==> config.mk <==
export PLATFORM = sky130hd
export DESIGN_NAME = topup_fail_journal
export DESIGN_NICKNAME = d
export VERILOG_FILES = /design/src/rtl/tfj_pkg.sv /design/src/rtl/tfj_mem.sv /design/src/rtl/tfj_ctrl.sv /design/src/rtl/topup_fail_journal.sv
export SDC_FILE = /design/constraint.sdc
export NUM_CORES = 1
export LEC_CHECK = 0
export ABC_AREA = 1
export BUFFER_PORTS_ARGS = -buffer_cell sky130_fd_sc_hd__buf_2
export CAP_MARGIN = 30
export CORE_MARGIN = 4
export CORE_UTILIZATION = 55
export DETAILED_ROUTE_END_ITERATION = 8
export GPL_TIMING_DRIVEN = 0
export PLACE_DENSITY = 0.78
export SETUP_SLACK_MARGIN = 0.02
export SLEW_MARGIN = 20
export SYNTH_ARGS = -nofsm -noshare
export SYNTH_HDL_FRONTEND = slang
export SYNTH_SLANG_ARGS = --single-unit
export TNS_END_PERCENT = 10
==> constraint.sdc <==
create_clock -name i_clk -period 9.2 [get_ports i_clk]
set_input_delay 1.38 -clock i_clk [delete_from_list [all_inputs] [get_ports i_clk]]
set_output_delay 1.38 -clock i_clk [all_outputs]
set_load 0.005 [all_outputs]
==> src/rtl/tfj_pkg.sv <==
// Shared types and codes for the top-up failure journal.
// Request, response and stored entry layouts; no dependencies.
package tfj_pkg;

    localparam logic [1:0] FUNC_INSERT = 2'd0;
    localparam logic [1:0] FUNC_CLEAR  = 2'd1;
    localparam logic [1:0] FUNC_CHECK  = 2'd2;

    localparam logic [7:0] PENDING_FLAG = 8'h55;
    localparam logic [7:0] CLEARED_FLAG = 8'h00;

    typedef struct packed {
        logic [1:0]  func;
        logic [31:0] card_serial;
        logic [15:0] card_count;
        logic [7:0]  record_pointer;
        logic [7:0]  card_status;
        logic [7:0]  clear_value;
    } t_req;

    typedef struct packed {
        logic        found;
        logic [2:0]  slot;
        logic [15:0] stored_count;
        logic [7:0]  stored_record_pointer;
        logic [7:0]  stored_status;
    } t_rsp;

    typedef struct packed {
        logic [7:0]  flag;
        logic [31:0] serial;
        logic [15:0] count;
        logic [7:0]  record_pointer;
        logic [7:0]  status;
    } t_entry;

endpackage

==> src/rtl/tfj_mem.sv <==
// Journal entry store: one write port, one read port, registered read data.
// Uses t_entry from tfj_pkg.
module tfj_mem #(
    parameter int DEPTH = 8,
    localparam int AW = $clog2(DEPTH)
) (
    input  logic            i_clk,
    input  logic            i_we,
    input  logic [AW-1:0]   i_waddr,
    input  tfj_pkg::t_entry i_wdata,
    input  logic [AW-1:0]   i_raddr,
    output tfj_pkg::t_entry o_rdata
);
    import tfj_pkg::*;

    t_entry r_mem [DEPTH];
    t_entry r_rdata;

    always_ff @(posedge i_clk) begin
        if (i_we) begin
            r_mem[i_waddr] <= i_wdata;
        end
    end

    always_ff @(posedge i_clk) begin
        r_rdata <= r_mem[i_raddr];
    end

    assign o_rdata = r_rdata;

endmodule

==> src/rtl/tfj_ctrl.sv <==
// Journal sequencer: ring pointers, insert, clear and check walks over the store.
// Uses tfj_pkg types; drives one tfj_mem instance.
module tfj_ctrl #(
    parameter int DEPTH = 8,
    localparam int AW = $clog2(DEPTH)
) (
    input  logic            i_clk,
    input  logic            i_rst_n,
    input  logic            i_req_valid,
    input  tfj_pkg::t_req   i_req,
    output logic            o_req_stall,
    output logic            o_res_valid,
    output tfj_pkg::t_rsp   o_res,
    input  logic            i_res_take,
    output logic            o_mem_we,
    output logic [AW-1:0]   o_mem_waddr,
    output tfj_pkg::t_entry o_mem_wdata,
    output logic [AW-1:0]   o_mem_raddr,
    input  tfj_pkg::t_entry i_mem_rdata
);
    import tfj_pkg::*;

    localparam int SW = (AW > 3) ? AW : 3;

    typedef enum logic [2:0] {
        S_IDLE,
        S_INS,
        S_WALK,
        S_FIN,
        S_FRD,
        S_DONE
    } t_state;

    t_state        r_state, n_state;
    logic [AW-1:0] r_wr_idx, n_wr_idx;
    logic [AW-1:0] r_old_idx, n_old_idx;
    logic [AW-1:0] r_matched, n_matched;
    logic [AW-1:0] r_rd_idx, n_rd_idx;
    logic [AW-1:0] r_ev_idx, n_ev_idx;
    logic          r_ev_valid, n_ev_valid;
    logic          r_found, n_found;
    t_req          r_req, n_req;
    t_rsp          r_rsp, n_rsp;

    logic          issue;
    logic          hit;
    logic          ev_match;
    logic [AW-1:0] newest;
    logic [AW-1:0] wr_next;
    logic [15:0]   want;
    logic [SW-1:0] slot_ext;

    function automatic logic [AW-1:0] ring_next(input logic [AW-1:0] idx);
        return (idx == AW'(DEPTH - 1)) ? '0 : idx + AW'(1);
    endfunction

    assign newest   = (r_wr_idx == '0) ? AW'(DEPTH - 1) : r_wr_idx - AW'(1);
    assign wr_next  = ring_next(r_wr_idx);
    assign want     = r_req.card_count - 16'd1;
    assign slot_ext = SW'(r_matched);
    assign ev_match = r_ev_valid && (i_mem_rdata.flag == PENDING_FLAG)
                      && (i_mem_rdata.serial == r_req.card_serial);

    always_comb begin
        n_state    = r_state;
        n_wr_idx   = r_wr_idx;
        n_old_idx  = r_old_idx;
        n_matched  = r_matched;
        n_rd_idx   = r_rd_idx;
        n_ev_idx   = r_ev_idx;
        n_ev_valid = r_ev_valid;
        n_found    = r_found;
        n_req      = r_req;
        n_rsp      = r_rsp;
        o_mem_we    = 1'b0;
        o_mem_waddr = r_ev_idx;
        o_mem_wdata = i_mem_rdata;
        issue      = 1'b0;
        hit        = 1'b0;

        case (r_state)
            S_IDLE: begin
                if (i_req_valid) begin
                    n_req      = i_req;
                    n_found    = 1'b0;
                    n_rd_idx   = r_old_idx;
                    n_ev_valid = 1'b0;
                    case (i_req.func)
                        FUNC_INSERT: n_state = S_INS;
                        FUNC_CLEAR:  n_state = S_WALK;
                        FUNC_CHECK:  n_state = S_WALK;
                        default: begin
                            n_rsp   = '0;
                            n_state = S_DONE;
                        end
                    endcase
                end
            end
            S_INS: begin
                o_mem_we    = 1'b1;
                o_mem_waddr = r_wr_idx;
                o_mem_wdata = '{flag: PENDING_FLAG, serial: r_req.card_serial,
                                count: r_req.card_count,
                                record_pointer: r_req.record_pointer,
                                status: r_req.card_status};
                n_wr_idx = wr_next;
                // ring full: drop the oldest entry
                if (r_old_idx == wr_next) begin
                    n_old_idx = ring_next(r_old_idx);
                end
                n_rsp   = '0;
                n_state = S_DONE;
            end
            S_WALK: begin
                // read of r_rd_idx overlaps the write-back of r_ev_idx; never the same slot
                if (r_req.func == FUNC_CHECK) begin
                    if (ev_match) begin
                        n_matched = r_ev_idx;
                        if (i_mem_rdata.count == want) begin
                            hit     = 1'b1;
                            n_found = 1'b1;
                        end
                    end
                end else if (r_ev_valid) begin
                    if (i_mem_rdata.flag != PENDING_FLAG) begin
                        if (r_ev_idx != newest) begin
                            o_mem_we         = 1'b1;
                            o_mem_wdata.flag = CLEARED_FLAG;
                        end
                    end else if (ev_match) begin
                        o_mem_we         = 1'b1;
                        o_mem_wdata.flag = (r_ev_idx != newest) ? CLEARED_FLAG
                                                                : r_req.clear_value;
                    end
                end
                issue      = (r_rd_idx != r_wr_idx) && !hit;
                n_ev_valid = issue;
                n_ev_idx   = r_rd_idx;
                if (issue) begin
                    n_rd_idx = ring_next(r_rd_idx);
                end
                if (hit) begin
                    n_state = S_FIN;
                end else if (!issue && !r_ev_valid) begin
                    if (r_req.func == FUNC_CHECK) begin
                        n_state = S_FIN;
                    end else begin
                        n_rsp   = '0;
                        n_state = S_DONE;
                    end
                end
            end
            S_FIN: begin
                n_state = S_FRD;
            end
            S_FRD: begin
                n_rsp = '{found: r_found, slot: slot_ext[2:0],
                          stored_count: i_mem_rdata.count,
                          stored_record_pointer: i_mem_rdata.record_pointer,
                          stored_status: i_mem_rdata.status};
                n_state = S_DONE;
            end
            S_DONE: begin
                if (i_res_take) begin
                    n_state = S_IDLE;
                end
            end
            default: begin
                n_state = S_IDLE;
            end
        endcase
    end

    always_ff @(posedge i_clk) begin
        r_req    <= n_req;
        r_rsp    <= n_rsp;
        r_rd_idx <= n_rd_idx;
        r_ev_idx <= n_ev_idx;
        if (!i_rst_n) begin
            r_state    <= S_IDLE;
            r_wr_idx   <= '0;
            r_old_idx  <= '0;
            r_matched  <= '0;
            r_ev_valid <= 1'b0;
            r_found    <= 1'b0;
        end else begin
            r_state    <= n_state;
            r_wr_idx   <= n_wr_idx;
            r_old_idx  <= n_old_idx;
            r_matched  <= n_matched;
            r_ev_valid <= n_ev_valid;
            r_found    <= n_found;
        end
    end

    assign o_req_stall = (r_state != S_IDLE);
    assign o_res_valid = (r_state == S_DONE);
    assign o_res       = r_rsp;
    assign o_mem_raddr = (r_state == S_FIN) ? r_matched : r_rd_idx;

    a_we_state: assert property (@(posedge i_clk) disable iff (!i_rst_n)
        o_mem_we |-> (r_state == S_INS) || (r_state == S_WALK))
        else $error("store written outside insert or walk");

    a_ring_not_empty: assert property (@(posedge i_clk) disable iff (!i_rst_n)
        (r_state == S_INS) |=> (r_wr_idx != r_old_idx))
        else $error("insert left the ring looking empty");

    a_eval_in_walk: assert property (@(posedge i_clk) disable iff (!i_rst_n)
        r_ev_valid |-> (r_state == S_WALK))
        else $error("pending entry evaluation outside walk");

    a_idx_range: assert property (@(posedge i_clk) disable iff (!i_rst_n)
        (r_wr_idx <= AW'(DEPTH - 1)) && (r_old_idx <= AW'(DEPTH - 1)))
        else $error("ring pointer beyond depth");

endmodule

==> src/rtl/topup_fail_journal.sv <==
// Top level of the top-up failure journal: sequencer, entry store, result register.
// Depends on tfj_pkg, tfj_mem and tfj_ctrl.
//
//  channel   valid        stall        payload
//  request   i_in_valid   o_in_stall   i_in  (tfj_pkg::t_req)
//  result    o_out_valid  i_out_stall  o_out (tfj_pkg::t_rsp)
//
// One request at a time, each gives one result. The ring holds fewer than DEPTH live
// entries; clear and check walk them, reading one entry per cycle through the single
// store read port.
// Reset clears the ring pointers; entry contents are not cleared.
// A stalled result sits in the output register while the next request runs.
module topup_fail_journal #(
    parameter int DEPTH = 8
) (
    input  logic          i_clk,
    input  logic          i_rst_n,
    input  logic          i_in_valid,
    output logic          o_in_stall,
    input  tfj_pkg::t_req i_in,
    output logic          o_out_valid,
    input  logic          i_out_stall,
    output tfj_pkg::t_rsp o_out
);
    import tfj_pkg::*;

    localparam int AW = $clog2(DEPTH);

    logic          res_valid;
    logic          res_take;
    t_rsp          res;
    logic          mem_we;
    logic [AW-1:0] mem_waddr;
    logic [AW-1:0] mem_raddr;
    t_entry        mem_wdata;
    t_entry        mem_rdata;

    logic          r_out_valid;
    t_rsp          r_out;

    tfj_ctrl #(.DEPTH(DEPTH)) u_ctrl (
        .i_clk       (i_clk),
        .i_rst_n     (i_rst_n),
        .i_req_valid (i_in_valid),
        .i_req       (i_in),
        .o_req_stall (o_in_stall),
        .o_res_valid (res_valid),
        .o_res       (res),
        .i_res_take  (res_take),
        .o_mem_we    (mem_we),
        .o_mem_waddr (mem_waddr),
        .o_mem_wdata (mem_wdata),
        .o_mem_raddr (mem_raddr),
        .i_mem_rdata (mem_rdata)
    );

    tfj_mem #(.DEPTH(DEPTH)) u_mem (
        .i_clk   (i_clk),
        .i_we    (mem_we),
        .i_waddr (mem_waddr),
        .i_wdata (mem_wdata),
        .i_raddr (mem_raddr),
        .o_rdata (mem_rdata)
    );

    assign res_take = res_valid && (!r_out_valid || !i_out_stall);

    always_ff @(posedge i_clk) begin
        if (res_take) begin
            r_out <= res;
        end
        if (!i_rst_n) begin
            r_out_valid <= 1'b0;
        end else if (res_take) begin
            r_out_valid <= 1'b1;
        end else if (!i_out_stall) begin
            r_out_valid <= 1'b0;
        end
    end

    assign o_out_valid = r_out_valid;
    assign o_out       = r_out;

endmodule
==> results_dict.tcl <==
set metrics [dict create \
    status "complete, no violations" \
    diodes 0 \
    ys_top_cells_by_area "edfxtp_1 (69%), nor2_1 (7.3%), dfxtp_1 (5.5%)" \
    grt-ovfl-total 0 \
    cp_max_fo 21 \
    slew_headroom_pct 31.3 \
    dp_cells 3461 \
    start_util_pct 55.8 \
    fp-row-count 87 \
    nets 2878 \
    drt_iter0_markers 2811 \
    tightest_slew_ns 1.03 \
    critPathLaunchType "flip-flop" \
    postSynth.asyncResetShare_pct 0 \
    synth_edf_count 728 \
    fill_cells 3906 \
    grt_max_degree 29 \
    cts-resized-gates 0 \
    gp_congestion 0.871 \
    crit_required_ns 9.53 \
    vias_per_cell 5.98 \
    io_pins 116 \
    vdd_drop_max_mv 0.199 \
    cts_buffer_depth 3 \
    hold_viol 0 \
    mostFrequentLayoutCells "edfxtp_1 (728), nor2_1 (603), o21ai_0 (275)" \
    setup_ws_ns 5.02 \
    synthFlopType "edfxtp_1" \
    yosysSeqAreaShare_pct 74.8 \
    hp-class "reg -> reg" \
    power_density_nw_per_um2 358 \
    drtAntennaViolNets 0 \
    yosysTopAreaCellShare_pct 69.3 \
    totalWireLength_um 79300 \
    chipWidth_um 248 \
    synthCells 2555 \
    min_period_over_period_pct 45.4 \
    track_usage_pct 25.7 \
    root_buffer "clkbuf_16" \
    vias 21600 \
    antenna_found_initial 0 \
    fin_skew_ns 0.0165 \
    worstPathArrival_ns 4.51 \
    fmax_ghz 0.239 \
    period_minus_slack_ns 4.18 \
    clk_latency_ns 0.63 \
    pre_cts_ws_ns 5.21 \
    dp_hpwl_um 50200 \
    slew_viol_final 0 \
    cts.sinks 815 \
    drive_gt1_share_pct 12.3 \
    mostFrequentLayoutCell "edfxtp_1" \
    hold_depth 0 \
    cts_hold_buf 0 \
    route.detailed.wl_per_inst_um 22.0 \
    endpoint_kind "flip-flop" \
    cap_violations 0 \
    avgSynthCellArea_um2 12.4 \
    portBuffers 115 \
    die-area_um2 61300 \
    syn_area_um2 31600 \
    syn2layout_area_growth_pct 16.0 \
    timing.setup.tns_ns 0 \
    grt_first_pass_wirelength_um 120000 \
    synth-seq-cells 815 \
    finalNonFillerCells 3611 \
    synth.distinct_cells 38 \
    core_um2 56600 \
    htreeDepth 3 \
    rsz0062_at_grt "false" \
    cts_setup_buffers 0 \
    path_clk_slew_ns 0.06 \
    cts_made_buffers 79 \
    yosysTopAreaCell "edfxtp_1" \
    leakage_nw 12.9 \
    drcViolationCount 0 \
    firstDrtPassIters 5 \
    synth_warnings 0 \
    setup_viol 0 \
    synth_nets 2643 \
    grt_pass1_vias 21700 \
    cts_tree "done" \
    die_h_um 248 \
    path_class "reg -> reg" \
    r2r_cells 13 \
]
==> layout make-up <==
| type | count | area, um^2 | area share (%) |
|---|---|---|---|
| inverter | 105 | 397 | 1.08 |
| multi-input combinational | 1509 | 7060 | 19.3 |
| clock inverter | 36 | 412 | 1.12 |
| clock buffer | 110 | 2240 | 6.12 |
| timing repair buffer | 154 | 1370 | 3.73 |
| buffer | 126 | 583 | 1.59 |
| tap | 756 | 946 | 2.58 |
| sequential | 815 | 23600 | 64.5 |
==> per-stage QoR <==
stage | utilization, % | hold WS (ns) | power, mW | cell area, um^2
after floorplan | - | 0.400 | 8.17 | 31600
after global placement | 58.4 | 0.401 | 9.44 | 33100
after detailed placement | 59.9 | 0.405 | 9.71 | 33900
after CTS | 64.6 | 0.418 | 13.0 | 36600
after global routing | 64.7 | 0.426 | 13.7 | 36600
final | 64.7 | 0.417 | 13.1 | 36600
==> report_power, final <==
part | internal [mW] | leakage, nW | switching, mW
sequential | 5.38 | 7.36 | 0.287
combinational | 1.11 | 4.28 | 3.01
clock | 1.96 | 1.30 | 1.34
total | 8.45 | 12.9 | 4.64
==> sequential cells by signal, indices dropped and copies added (netlist names), 36 cells and up <==
name           flops
u_ctrl.o_res      36
u_mem.r_mem      576
o_out             36
u_ctrl.r_req      74
u_mem.o_rdata     72
==> cell families after synthesis <==
group / after synthesis / synth area share [%]
buffers and inverters: 231 / 3.10
XOR/XNOR: 47 / 1.30
AND/OR/NAND/NOR: 926 / 11.4
adder cells (fa/ha/maj): 10 / 0.396
flip-flops: 815 / 74.8
AO/OA/AOI/OAI: 526 / 9.05
==> Yosys cell counts (all sizes together), types with 24 or more instances <==
cell,n
xnor2,37
inv,103
nand2,271
clkbuf,70
dfxtp,87
a31oi,74
buf,56
nand3,24
edfxtp,728
o22ai,73
o21ai,353
nor2,618
==> path summary, 6_finish.rpt <==
check                          from                end  slack (ns)
hold / removal      u_ctrl.o_res[7]           o_out[7]        0.42
setup reg to reg  u_ctrl.r_state[0]  u_mem.r_mem[5][5]        5.02
hold reg to reg     u_ctrl.o_res[7]           o_out[7]        0.42
setup / recovery  u_ctrl.r_state[0]  u_mem.r_mem[5][5]        5.02
==> critical path, stage by stage (launching register included) <==
cell and delay, ns:
dfxtp_1 0.36, inv_2 0.07, nor2_4 0.12, inv_1 0.09
nor2_4 0.44, clkinv_1 0.50, nor2_1 0.28, inv_1 0.07
o21ai_0 0.36, nand2_1 0.34, nor2_4 0.55, buf_12 0.27
buf_16 0.19, buf_16 0.18
==> metal layers <==
| metal | up-vias | part of all wire [%] | global-route usage (%) | wire, um |
|---|---|---|---|---|
| li1 | 9487 | - | - | - |
| met1 | 10400 | 37 | 32.7 | 29300 |
| met2 | 1414 | 48 | 42.9 | 38400 |
| met3 | 271 | 10 | 5.10 | 8140 |
| met4 | 0 | 4.4 | 12.0 | 3500 |
| met5 | - | 0 | 0 | 0 |
No activity file was read; power rests on OpenSTA's default activity.
